**src/hw/rtl/chunk_descriptor_byte_queue_macros.svh**
```systemverilog
// Assertion macros shared by the chunk descriptor byte queue RTL.
`ifndef CHUNK_DESCRIPTOR_BYTE_QUEUE_MACROS_SVH
`define CHUNK_DESCRIPTOR_BYTE_QUEUE_MACROS_SVH

// Property that must hold at every clock edge out of reset.
`define CDBQ_ASSERT_ALWAYS(label, expr, msg) \
  label: assert property (@(posedge clk) disable iff (!rst_n) (expr)) else $error(msg);

// Same-cycle implication, checked out of reset.
`define CDBQ_ASSERT_IMPLY(label, ante, cons, msg) \
  label: assert property (@(posedge clk) disable iff (!rst_n) (ante) |-> (cons)) \
    else $error(msg);

`endif

```
**src/hw/rtl/cdbq_pkg.sv**
```systemverilog
// Shared types and constants of the chunk descriptor byte queue.
package cdbq_pkg;

  localparam int ID_W    = 8;
  localparam int FLD_W   = 16;
  localparam int TOTAL_W = 20;
  localparam int OP_W    = 2;

  localparam logic [TOTAL_W-1:0] TOTAL_MAX = '1;

  typedef enum logic [OP_W-1:0] {
    OP_PUSH    = 2'd0,
    OP_CONSUME = 2'd1,
    OP_CLEAR   = 2'd2,
    OP_NOP     = 2'd3
  } op_t;

  typedef enum logic [1:0] {
    ST_OK        = 2'd0,
    ST_RANGE     = 2'd1,
    ST_EXHAUSTED = 2'd2
  } status_t;

  // Classified command handed from the front end to the execution unit
  typedef struct packed {
    op_t                op;
    logic               range_ok;
    logic [ID_W-1:0]    block_id;
    logic [FLD_W-1:0]   offset;
    logic [FLD_W-1:0]   length;
    logic [TOTAL_W-1:0] consume_bytes;
  } cmd_t;

  // Queue status flags reported by the execution unit
  typedef struct packed {
    logic q_empty;
    logic total_zero;
  } back_stat_t;

endpackage

```
**src/hw/rtl/cdbq_in_if.sv**
```systemverilog
// Input channel: one queue operation per item.
interface cdbq_in_if import cdbq_pkg::*; ();
  logic               valid;
  logic               ready;
  logic [OP_W-1:0]    operation;
  logic               block_present;
  logic [ID_W-1:0]    block_id;
  logic [FLD_W-1:0]   block_size;
  logic [FLD_W-1:0]   chunk_offset;
  logic [FLD_W-1:0]   chunk_length;
  logic [TOTAL_W-1:0] consume_bytes;

  modport source (
    output valid, operation, block_present, block_id, block_size,
           chunk_offset, chunk_length, consume_bytes,
    input  ready
  );

  modport sink (
    input  valid, operation, block_present, block_id, block_size,
           chunk_offset, chunk_length, consume_bytes,
    output ready
  );
endinterface

```
**src/hw/rtl/cdbq_out_if.sv**
```systemverilog
// Result channel: status, head descriptor and byte total per item.
interface cdbq_out_if import cdbq_pkg::*; ();
  logic               valid;
  logic               ready;
  logic [1:0]         status;
  logic               front_valid;
  logic [ID_W-1:0]    front_block;
  logic [FLD_W-1:0]   front_offset;
  logic [FLD_W-1:0]   front_length;
  logic [TOTAL_W-1:0] queued_total;

  modport source (
    output valid, status, front_valid, front_block, front_offset,
           front_length, queued_total,
    input  ready
  );

  modport sink (
    input  valid, status, front_valid, front_block, front_offset,
           front_length, queued_total,
    output ready
  );
endinterface

```
**src/hw/rtl/cdbq_front.sv**
```systemverilog
// Front end: accepts items, range-checks pushes and buffers commands.
module cdbq_front import cdbq_pkg::*; #(
  parameter int LEN_BITS = 16
) (
  input  logic      clk,
  input  logic      rst_n,
  cdbq_in_if.sink   in_chan,
  output logic      cmd_valid,
  output cmd_t      cmd,
  input  logic      cmd_ready
);

  localparam int LW = LEN_BITS;

  logic [LW-1:0] size_l;
  logic [LW-1:0] off_l;
  logic [LW-1:0] len_l;
  logic          range_ok;
  cmd_t          new_cmd;

  cmd_t          q_r [2];
  logic          wr_ptr_r;
  logic          rd_ptr_r;
  logic [1:0]    cnt_r;
  logic          push;
  logic          pop;

  // Fields are taken modulo 2^LEN_BITS before checking
  assign size_l = LW'(in_chan.block_size);
  assign off_l  = LW'(in_chan.chunk_offset);
  assign len_l  = LW'(in_chan.chunk_length);

  // Chunk must be non-empty and lie inside its block
  assign range_ok = in_chan.block_present && (len_l != '0) && (off_l <= size_l) &&
                    (len_l <= LW'(size_l - off_l));

  always_comb begin
    new_cmd               = '0;
    new_cmd.op            = op_t'(in_chan.operation);
    new_cmd.range_ok      = range_ok;
    new_cmd.block_id      = in_chan.block_id;
    new_cmd.offset        = FLD_W'(off_l);
    new_cmd.length        = FLD_W'(len_l);
    new_cmd.consume_bytes = in_chan.consume_bytes;
  end

  // Two-entry command queue between front end and execution unit
  assign in_chan.ready = (cnt_r != 2'd2);
  assign push          = in_chan.valid && in_chan.ready;
  assign cmd_valid     = (cnt_r != 2'd0);
  assign pop           = cmd_valid && cmd_ready;
  assign cmd           = q_r[rd_ptr_r];

  always_ff @(posedge clk) begin
    if (!rst_n) begin
      wr_ptr_r <= 1'b0;
      rd_ptr_r <= 1'b0;
      cnt_r    <= 2'd0;
    end else begin
      if (push) wr_ptr_r <= ~wr_ptr_r;
      if (pop)  rd_ptr_r <= ~rd_ptr_r;
      cnt_r <= cnt_r + 2'(push) - 2'(pop);
    end
  end

  always_ff @(posedge clk) begin
    if (push) q_r[wr_ptr_r] <= new_cmd;
  end

endmodule

```
**src/hw/rtl/cdbq_back.sv**
```systemverilog
// Execution unit: descriptor store, head trimming sequencer and result register.
module cdbq_back import cdbq_pkg::*; #(
  parameter int DEPTH    = 16,
  parameter int LEN_BITS = 16
) (
  input  logic        clk,
  input  logic        rst_n,
  input  logic        cmd_valid,
  input  cmd_t        cmd,
  output logic        cmd_ready,
  cdbq_out_if.source  out_chan,
  output back_stat_t  stat
);

  localparam int LW = LEN_BITS;
  localparam int IW = $clog2(DEPTH);
  localparam int CW = $clog2(DEPTH + 1);
  localparam int DW = ID_W + 2 * LW;
  localparam int SW = ((LW > TOTAL_W) ? LW : TOTAL_W) + 1;

  typedef enum logic [2:0] {
    S_IDLE  = 3'b001,
    S_TRIM  = 3'b010,
    S_FETCH = 3'b100
  } state_t;

  state_t             state_r, state_nxt;
  logic [IW-1:0]      head_r, head_nxt;
  logic [IW-1:0]      tail_r, tail_nxt;
  logic [CW-1:0]      count_r, count_nxt;
  logic [TOTAL_W-1:0] total_r, total_nxt;
  logic [TOTAL_W-1:0] rem_r, rem_nxt;
  logic [ID_W-1:0]    hblk_r, hblk_nxt;
  logic [LW-1:0]      hoff_r, hoff_nxt;
  logic [LW-1:0]      hlen_r, hlen_nxt;
  status_t            status_nxt;
  logic               finish;

  logic               ovalid_r;
  status_t            ostatus_r;
  logic               ofv_r;
  logic [ID_W-1:0]    oblk_r;
  logic [FLD_W-1:0]   ooff_r;
  logic [FLD_W-1:0]   olen_r;
  logic [TOTAL_W-1:0] ototal_r;

  logic [DW-1:0]      desc_mem_r [DEPTH];
  logic [DW-1:0]      rd_data_r;
  logic               mem_we;

  logic               slot_free;
  logic               take;
  logic [LW-1:0]      c_off;
  logic [LW-1:0]      c_len;
  logic [SW-1:0]      push_sum;
  logic               push_ovf;
  logic [TOTAL_W-1:0] clamp_bytes;
  logic               rem_lt;

  function automatic logic [IW-1:0] next_idx(input logic [IW-1:0] i);
    return (i == IW'(DEPTH - 1)) ? '0 : IW'(i + 1'b1);
  endfunction

  // A command starts only when the result register can take its result
  assign slot_free = !ovalid_r || out_chan.ready;
  assign cmd_ready = (state_r == S_IDLE) && slot_free;
  assign take      = cmd_valid && cmd_ready;

  assign c_off       = LW'(cmd.offset);
  assign c_len       = LW'(cmd.length);
  assign push_sum    = SW'(total_r) + SW'(c_len);
  assign push_ovf    = push_sum > SW'(TOTAL_MAX);
  assign clamp_bytes = (cmd.consume_bytes > total_r) ? total_r : cmd.consume_bytes;
  assign rem_lt      = SW'(rem_r) < SW'(hlen_r);

  // Sequencer: push, clear in one step; consume trims/pops one head per step
  always_comb begin
    state_nxt  = state_r;
    head_nxt   = head_r;
    tail_nxt   = tail_r;
    count_nxt  = count_r;
    total_nxt  = total_r;
    rem_nxt    = rem_r;
    hblk_nxt   = hblk_r;
    hoff_nxt   = hoff_r;
    hlen_nxt   = hlen_r;
    status_nxt = ST_OK;
    finish     = 1'b0;
    mem_we     = 1'b0;
    case (state_r)
      S_IDLE: begin
        if (take) begin
          case (cmd.op)
            OP_PUSH: begin
              finish = 1'b1;
              if (!cmd.range_ok) begin
                status_nxt = ST_RANGE;
              end else if ((count_r == CW'(DEPTH)) || push_ovf) begin
                status_nxt = ST_EXHAUSTED;
              end else begin
                mem_we    = 1'b1;
                tail_nxt  = next_idx(tail_r);
                count_nxt = CW'(count_r + 1'b1);
                total_nxt = TOTAL_W'(push_sum);
                // first entry also becomes the cached head
                if (count_r == '0) begin
                  hblk_nxt = cmd.block_id;
                  hoff_nxt = c_off;
                  hlen_nxt = c_len;
                end
              end
            end
            OP_CONSUME: begin
              if (clamp_bytes == '0) begin
                finish = 1'b1;
              end else begin
                rem_nxt   = clamp_bytes;
                state_nxt = S_TRIM;
              end
            end
            OP_CLEAR: begin
              head_nxt  = '0;
              tail_nxt  = '0;
              count_nxt = '0;
              total_nxt = '0;
              finish    = 1'b1;
            end
            default: begin
              finish = 1'b1;
            end
          endcase
        end
      end
      S_TRIM: begin
        if (rem_lt) begin
          // partial trim of the head chunk ends the consume
          hoff_nxt  = LW'(hoff_r + LW'(rem_r));
          hlen_nxt  = LW'(hlen_r - LW'(rem_r));
          total_nxt = TOTAL_W'(total_r - rem_r);
          rem_nxt   = '0;
          finish    = 1'b1;
          state_nxt = S_IDLE;
        end else begin
          // head chunk used up: pop it
          rem_nxt   = TOTAL_W'(rem_r - TOTAL_W'(hlen_r));
          total_nxt = TOTAL_W'(total_r - TOTAL_W'(hlen_r));
          head_nxt  = next_idx(head_r);
          count_nxt = CW'(count_r - 1'b1);
          if (count_r == CW'(1)) begin
            finish    = 1'b1;
            state_nxt = S_IDLE;
          end else begin
            state_nxt = S_FETCH;
          end
        end
      end
      S_FETCH: begin
        // new head arrives from the store
        hblk_nxt = rd_data_r[DW-1 -: ID_W];
        hoff_nxt = rd_data_r[2*LW-1 -: LW];
        hlen_nxt = rd_data_r[LW-1:0];
        if (rem_r == '0) begin
          finish    = 1'b1;
          state_nxt = S_IDLE;
        end else begin
          state_nxt = S_TRIM;
        end
      end
      default: begin
        state_nxt = S_IDLE;
      end
    endcase
  end

  // Control state
  always_ff @(posedge clk) begin
    if (!rst_n) begin
      state_r <= S_IDLE;
      head_r  <= '0;
      tail_r  <= '0;
      count_r <= '0;
      total_r <= '0;
    end else begin
      state_r <= state_nxt;
      head_r  <= head_nxt;
      tail_r  <= tail_nxt;
      count_r <= count_nxt;
      total_r <= total_nxt;
    end
  end

  // Cached head descriptor and remaining consume count
  always_ff @(posedge clk) begin
    rem_r  <= rem_nxt;
    hblk_r <= hblk_nxt;
    hoff_r <= hoff_nxt;
    hlen_r <= hlen_nxt;
  end

  // Descriptor store: write at tail, registered read at the next head
  always_ff @(posedge clk) begin
    if (mem_we) desc_mem_r[tail_r] <= {cmd.block_id, c_off, c_len};
    rd_data_r <= desc_mem_r[head_nxt];
  end

  // Result register
  always_ff @(posedge clk) begin
    if (!rst_n) begin
      ovalid_r <= 1'b0;
    end else if (finish) begin
      ovalid_r <= 1'b1;
    end else if (out_chan.ready) begin
      ovalid_r <= 1'b0;
    end
  end

  always_ff @(posedge clk) begin
    if (finish) begin
      ostatus_r <= status_nxt;
      ofv_r     <= (count_nxt != '0);
      oblk_r    <= (count_nxt != '0) ? hblk_nxt : '0;
      ooff_r    <= (count_nxt != '0) ? FLD_W'(hoff_nxt) : '0;
      olen_r    <= (count_nxt != '0) ? FLD_W'(hlen_nxt) : '0;
      ototal_r  <= total_nxt;
    end
  end

  assign out_chan.valid        = ovalid_r;
  assign out_chan.status       = ostatus_r;
  assign out_chan.front_valid  = ofv_r;
  assign out_chan.front_block  = oblk_r;
  assign out_chan.front_offset = ooff_r;
  assign out_chan.front_length = olen_r;
  assign out_chan.queued_total = ototal_r;

  assign stat.q_empty    = (count_r == '0);
  assign stat.total_zero = (total_r == '0);

endmodule

```
**src/hw/rtl/chunk_descriptor_byte_queue.sv**
```systemverilog
// Top level of the chunk descriptor byte queue.
//
// Scatter-gather byte FIFO holding up to DEPTH chunk descriptors (block id,
// offset, length) and a running total of queued bytes.
// in_chan carries one operation per item: push a descriptor, consume bytes
// from the head, or clear. out_chan returns one result per item: status, the
// head descriptor after the operation and the queued byte total.
// Both channels use valid/ready; an item moves when both are high.
// With the command queue empty, a push, clear or zero consume result passes
// through the command queue and then the result register. A consume that pops
// descriptors steps through S_TRIM and S_FETCH for each pop, plus a final S_TRIM
// for a partial trim, skipping S_FETCH when it empties the queue; the pop loop
// is set by the registered read of the descriptor store, which refills the cached head.
// Push and clear sustain one item per cycle while out_chan.ready stays high.
// A two-entry command queue keeps accepting items while the result register
// waits on a stalled receiver; once it fills, in_chan.ready drops.
// Reset (rst_n low, synchronous) empties the queue and drops any result in
// flight. The descriptor store needs no clearing pass.
`include "chunk_descriptor_byte_queue_macros.svh"

module chunk_descriptor_byte_queue import cdbq_pkg::*; #(
  parameter int DEPTH    = 16,
  parameter int LEN_BITS = 16
) (
  input  logic       clk,
  input  logic       rst_n,
  cdbq_in_if.sink    in_chan,
  cdbq_out_if.source out_chan
);

  logic       cmd_valid;
  logic       cmd_ready;
  cmd_t       cmd;
  back_stat_t stat;

  cdbq_front #(
    .LEN_BITS (LEN_BITS)
  ) u_front (
    .clk       (clk),
    .rst_n     (rst_n),
    .in_chan   (in_chan),
    .cmd_valid (cmd_valid),
    .cmd       (cmd),
    .cmd_ready (cmd_ready)
  );

  cdbq_back #(
    .DEPTH    (DEPTH),
    .LEN_BITS (LEN_BITS)
  ) u_back (
    .clk       (clk),
    .rst_n     (rst_n),
    .cmd_valid (cmd_valid),
    .cmd       (cmd),
    .cmd_ready (cmd_ready),
    .out_chan  (out_chan),
    .stat      (stat)
  );

  // Queue bookkeeping and reported results stay consistent
  `CDBQ_ASSERT_ALWAYS(a_empty_total, stat.q_empty == stat.total_zero, "entry count and byte total disagree")
  `CDBQ_ASSERT_IMPLY(a_front_total, out_chan.valid, out_chan.front_valid == (out_chan.queued_total != '0), "front valid disagrees with total")
  `CDBQ_ASSERT_IMPLY(a_head_len, out_chan.valid && out_chan.front_valid, out_chan.front_length != '0, "head chunk reported with zero length")

endmodule
```
**src/flat_wrapper.sv**
```systemverilog
// flat-port wrapper written by rule: the top's interface ports become plain ports
module chunk_descriptor_byte_queue_flat import cdbq_pkg::*;
#(
  parameter int DEPTH    = 16,
  parameter int LEN_BITS = 16
)
  (clk, rst_n, in_chan_valid, in_chan_operation, in_chan_block_present, in_chan_block_id, in_chan_block_size, in_chan_chunk_offset, in_chan_chunk_length, in_chan_consume_bytes, in_chan_ready, out_chan_valid, out_chan_status, out_chan_front_valid, out_chan_front_block, out_chan_front_offset, out_chan_front_length, out_chan_queued_total, out_chan_ready);
  cdbq_in_if in_chan_i ();
  cdbq_out_if out_chan_i ();
  input  logic clk;
  input  logic rst_n;
  input wire logic [$bits(in_chan_i.valid)-1:0] in_chan_valid;
  input wire logic [$bits(in_chan_i.operation)-1:0] in_chan_operation;
  input wire logic [$bits(in_chan_i.block_present)-1:0] in_chan_block_present;
  input wire logic [$bits(in_chan_i.block_id)-1:0] in_chan_block_id;
  input wire logic [$bits(in_chan_i.block_size)-1:0] in_chan_block_size;
  input wire logic [$bits(in_chan_i.chunk_offset)-1:0] in_chan_chunk_offset;
  input wire logic [$bits(in_chan_i.chunk_length)-1:0] in_chan_chunk_length;
  input wire logic [$bits(in_chan_i.consume_bytes)-1:0] in_chan_consume_bytes;
  output wire logic [$bits(in_chan_i.ready)-1:0] in_chan_ready;
  output wire logic [$bits(out_chan_i.valid)-1:0] out_chan_valid;
  output wire logic [$bits(out_chan_i.status)-1:0] out_chan_status;
  output wire logic [$bits(out_chan_i.front_valid)-1:0] out_chan_front_valid;
  output wire logic [$bits(out_chan_i.front_block)-1:0] out_chan_front_block;
  output wire logic [$bits(out_chan_i.front_offset)-1:0] out_chan_front_offset;
  output wire logic [$bits(out_chan_i.front_length)-1:0] out_chan_front_length;
  output wire logic [$bits(out_chan_i.queued_total)-1:0] out_chan_queued_total;
  input wire logic [$bits(out_chan_i.ready)-1:0] out_chan_ready;
  assign in_chan_i.valid = in_chan_valid;
  assign in_chan_i.operation = in_chan_operation;
  assign in_chan_i.block_present = in_chan_block_present;
  assign in_chan_i.block_id = in_chan_block_id;
  assign in_chan_i.block_size = in_chan_block_size;
  assign in_chan_i.chunk_offset = in_chan_chunk_offset;
  assign in_chan_i.chunk_length = in_chan_chunk_length;
  assign in_chan_i.consume_bytes = in_chan_consume_bytes;
  assign in_chan_ready = in_chan_i.ready;
  assign out_chan_valid = out_chan_i.valid;
  assign out_chan_status = out_chan_i.status;
  assign out_chan_front_valid = out_chan_i.front_valid;
  assign out_chan_front_block = out_chan_i.front_block;
  assign out_chan_front_offset = out_chan_i.front_offset;
  assign out_chan_front_length = out_chan_i.front_length;
  assign out_chan_queued_total = out_chan_i.queued_total;
  assign out_chan_i.ready = out_chan_ready;
  chunk_descriptor_byte_queue #(.DEPTH(DEPTH), .LEN_BITS(LEN_BITS)) u_core (.clk(clk), .rst_n(rst_n), .in_chan(in_chan_i), .out_chan(out_chan_i));
endmodule
```
**config.mk**
```make
export PLATFORM = sky130hd
export DESIGN_NAME = chunk_descriptor_byte_queue_flat
export DESIGN_NICKNAME = d
export VERILOG_FILES = /design/src/hw/rtl/cdbq_pkg.sv /design/src/hw/rtl/cdbq_in_if.sv /design/src/hw/rtl/cdbq_out_if.sv /design/src/hw/rtl/cdbq_front.sv /design/src/hw/rtl/cdbq_back.sv /design/src/hw/rtl/chunk_descriptor_byte_queue.sv /design/src/flat_wrapper.sv
export VERILOG_INCLUDE_DIRS = /design/src /design/src/hw/rtl
export SDC_FILE = /design/constraint.sdc
export NUM_CORES = 2
export LEC_CHECK = 0
export BUFFER_PORTS_ARGS = -buffer_cell sky130_fd_sc_hd__buf_2
export CAP_MARGIN = 20
export CORE_ASPECT_RATIO = 1.4
export CORE_MARGIN = 2
export CORE_UTILIZATION = 55
export CTS_BUF_LIST = sky130_fd_sc_hd__clkbuf_4 sky130_fd_sc_hd__clkbuf_8 sky130_fd_sc_hd__clkbuf_16
export CTS_CLUSTER_DIAMETER = 30
export CTS_CLUSTER_SIZE = 25
export DETAILED_ROUTE_END_ITERATION = 8
export PLACE_DENSITY = 0.72
export SYNTH_ARGS = -nofsm -noshare
export SYNTH_HDL_FRONTEND = slang
export SYNTH_SLANG_ARGS = --single-unit
export TNS_END_PERCENT = 50
```
**constraint.sdc**
```tcl
create_clock -name clk -period 10.9 [get_ports clk]
set_input_delay 1.635 -clock clk [delete_from_list [all_inputs] [get_ports clk]]
set_output_delay 1.635 -clock clk [all_outputs]
set_load 0.01 [all_outputs]
```
==> metrics <==
run status=complete, no violations; pin count of the biggest net entering global routing=179; I/O Pins=148; power per cell area=between 200 and 250 mW/mm^2; Warnings, synthesis=0; count of nets left with antenna violations after detail routing=0; most frequently used flop master after synthesis=edfxtp_1; half-perimeter wire length of the detailed placement result=79.32 mm; RSZ-0062 raised after global routing=no; number of global-route vias before repair=28872; buffer levels on the longest clock path=3; min-delay src=u_core.u_back.hblk_r[2]$_DFF_P_; wire per inst=27.42 um; depth of the worst register-to-register path=20; Worst EP arrival=6.66 ns; f_max=161.8 MHz; number of instances on the worst hold path=2; total number of vias=28631; Synth async-reset ratio=0%; reg-to-reg endpoint=u_core.u_back.out_chan.queued_total[19]$_DFFE_PP_; post-synthesis sequential element count=971; count of hold buffers inserted by post-cts repair=0; final hold viol count=0; max-capacitance violation count=0; TritonCTS buffer count=138; Leak=17.85 nW; final RePlAce weighted congestion=1.021; Critical Path End Type=register; # Post-CTS Setup Buffers=0; library cell occupying the most area in the post-synthesis netlist=edfxtp_1; DRC Markers=0; actual slew at the worst max-slew pin=1.133 ns; Worst EP required=11.38 ns; dpl cell area=~0.045 sq mm; instance count after placement with tap cells included=approximately 4300; PostCTS Resize Cnt=0; horizontal extent of the die=241.6 um; total power after layout=11.90 mW; count of unique library cells instantiated by Yosys=84; growth of design area from synthesis to finish=15.27%; port buffer count=147; initial antenna violation count=3; TNS Setup=0 ns; Iteration-0 DRC Markers=2488; clk_skew=0.02614 ns; effective utilization at floorplan=55.32%; Crit. Startpoint=u_core.u_back.rem_r[5]$_DFFE_PP_; final wirelength=about 130 mm; die area=0.08136 sq mm; post-route standard cell area excluding fillers=0.05013 sq mm; leading cell type in the layout, fill and taps excluded=edfxtp_1; nets@finish=3646; time the final worst path needs with I/O delays and setup=6.181 ns; overall fraction of global-route tracks in use=30.78%; Remaining Overflow, GRT=0; cell types occupying the most area after synthesis=edfxtp_1 59%, dfxtp_1 5.6%, ha_1 4.1%; CTS clk-pin slew, worst paths=approximately 0.05 ns; proportion of layout cells with a drive suffix above 1=18.03%; post-synthesis instance area=roughly 0.043 sq mm; startpoint types=register; Root Buffer=clkbuf_16; share of Yosys cell area claimed by the top area cell type=58.63%; VDD IR max=approximately 0.00019 V; sequential element share of the synthesized area=64.24%; Core Box Area=0.07861 sq mm; largest fanout on the critical path=20; start-to-end type of the worst setup path=reg -> reg; detail-routed via count per cell=6.247; row count=122; deepest level of the CTS H-tree=4; number of instances in the synthesized netlist=roughly 3200; overall die height=336.7 um; mean instance size in the synthesized netlist=13.45 sq um; start of the worst register-to-register path=u_core.u_back.rem_r[5]$_DFFE_PP_; drt pass-1 iters=6; Non-Filler Instances=~4600; wire length of the first global-routing pass=183.5 mm; TritonCTS clock tree=yes; count of flip-flops with a built-in enable after synthesis=849; FF-to-FF setup slack=4.72 ns; part of the cycle the worst path needs=56.71%; worst hold-check path type=reg -> reg; clock sink count=just under 1000; leading cell types in the layout, fill and taps excluded=849 x edfxtp_1, 298 x nand2_1, 171 x mux2i_1, 147 x buf_2; Max transition margin=24.46%; clock insertion delay at the later pin of the skew report=approximately 0.74 ns; final-report max-slew violation count=0; Hold Path End=u_core.u_back.hblk_r[2]$_DFF_P_; number of endpoints failing setup at the final stage=0
==> sequential cells by signal, indices dropped and copies added, names as in the netlist, 2 cells and up, named ones only <==
name,flops
u_core.u_back.state_r,3
u_core.u_back.hblk_r,8
u_core.u_back.count_r,5
u_core.u_back.out_chan.front_offset,16
u_core.u_back.head_r,4
u_core.u_front.q_r,126
u_core.u_back.hlen_r,16
u_core.u_back.total_r,20
u_core.u_back.out_chan.front_length,16
u_core.u_back.out_chan.status,2
u_core.u_back.out_chan.front_block,8
u_core.u_front.cnt_r,2
u_core.u_back.hoff_r,16
u_core.u_back.out_chan.queued_total,20
u_core.u_back.rem_r,20
u_core.u_back.desc_mem_r,640
u_core.u_back.rd_data_r,40
u_core.u_back.tail_r,4
==> cells by family after synthesis <==
kind of cell    after synthesis  share of synthesized area, %
mux                         314                         7.639
xor+xnor                     83                         1.672
buf+inv                     274                         2.656
compound gates              726                         11.49
other cells                   1                      0.008624
fa+ha+maj                   149                         4.391
flops                       971                         64.24
simple gates                716                         7.895
==> worst max-delay path, cell delays in order (launching register included) <==
cell and delay (ns):
edfxtp_1 0.56, inv_1 0.09, ha_1 0.44, a21oi_2 0.30, o22ai_1 0.13, a21o_1 0.23, a21bo_1 0.37, or2_0 0.42
buf_4 0.28, o21ai_0 0.26, ha_1 0.20, inv_1 0.06, a21o_1 0.18, a21o_1 0.21, a2111oi_0 0.75, o31ai_1 0.33
a21o_1 0.29, o41a_1 0.37, a31oi_1 0.17, o21ai_0 0.13, o31a_1 0.14
==> cells in the mapped netlist (8+ instances only) <==
library cell and instances:
nor3_1 21, a21boi_0 13, xor2_1 40, edfxtp_1 849, nand2_1 299, buf_2 49, mux2_2 143, o22ai_1 57
nor2_1 111, o21bai_1 12, nor2b_1 15, o211ai_1 11, a211oi_1 93, and2_0 56, o21a_1 12, xnor2_1 43
buf_6 8, nand2b_1 25, a21oi_1 116, a31oi_1 91, buf_1 10, a22oi_1 20, mux2i_1 171, a21o_1 42
a221o_1 62, o21ai_0 109, and3_1 11, nor4_1 24, clkbuf_1 91, ha_1 143, nand4_1 17, dfxtp_1 122
a221oi_1 10, and2_1 83, nand3_1 26, inv_1 112
==> per-stage QoR <==
step | hold WS, ns | worst slack, ns | util [%]
2_1_floorplan | 0.4043 | 2.981 | -
3_3_place_gp | 0.4201 | 4.868 | 57.79
3_5_place_dp | 0.4207 | 4.824 | 57.79
4_1_cts | 0.4383 | 4.822 | 63.76
5_1_grt | 0.4684 | 4.342 | 63.76
6_report | 0.4405 | 4.719 | 63.76
==> routing by layer <==
layer	vias up	GRT usage (%)	routed length (um)
met1	14262	35.13	45360
met5	-	0	38
met4	6	20.35	8452
met3	353	5.309	8556
met2	1290	53.44	63280
li1	12720	-	-
==> area by class of cell <==
type	count	area, sq um
fillers	5837	28490
flip-flops and latches	971	27940
multi-input cells	1991	14610
clock buffers	159	3687
well taps	1054	1319
repair buffers	198	1131
clock inverters	95	1008
inverters	114	427.9
diodes	1	2.502
==> how the worst max path moves through the flow <==
stage	endpoint	slack (ns)	depth (start not counted)
final	u_core.u_back.out_chan.queued_total[19]$_DFFE_PP_	4.72	20
after global routing	u_core.u_back.out_chan.front_length[12]$_SDFFCE_PN0P_	4.34	14
after CTS	u_core.u_back.total_r[18]$_SDFF_PN0_	4.82	22
after global placement	u_core.u_back.out_chan.queued_total[19]$_DFFE_PP_	4.87	20
after detailed placement	u_core.u_front.q_r[0][60]$_DFFE_PP_	4.82	24
after floorplan	u_core.u_back.out_chan.front_block[0]$_SDFFCE_PN0P_	2.98	13
==> power by group <==
group | internal (mW) | switching (mW) | leakage (nW)
registers | 4.63 | 0.211 | 8.74
clock network | 2.68 | 1.73 | 2.29
logic | 0.849 | 1.81 | 6.82
Power figures use the tool's default switching activity.
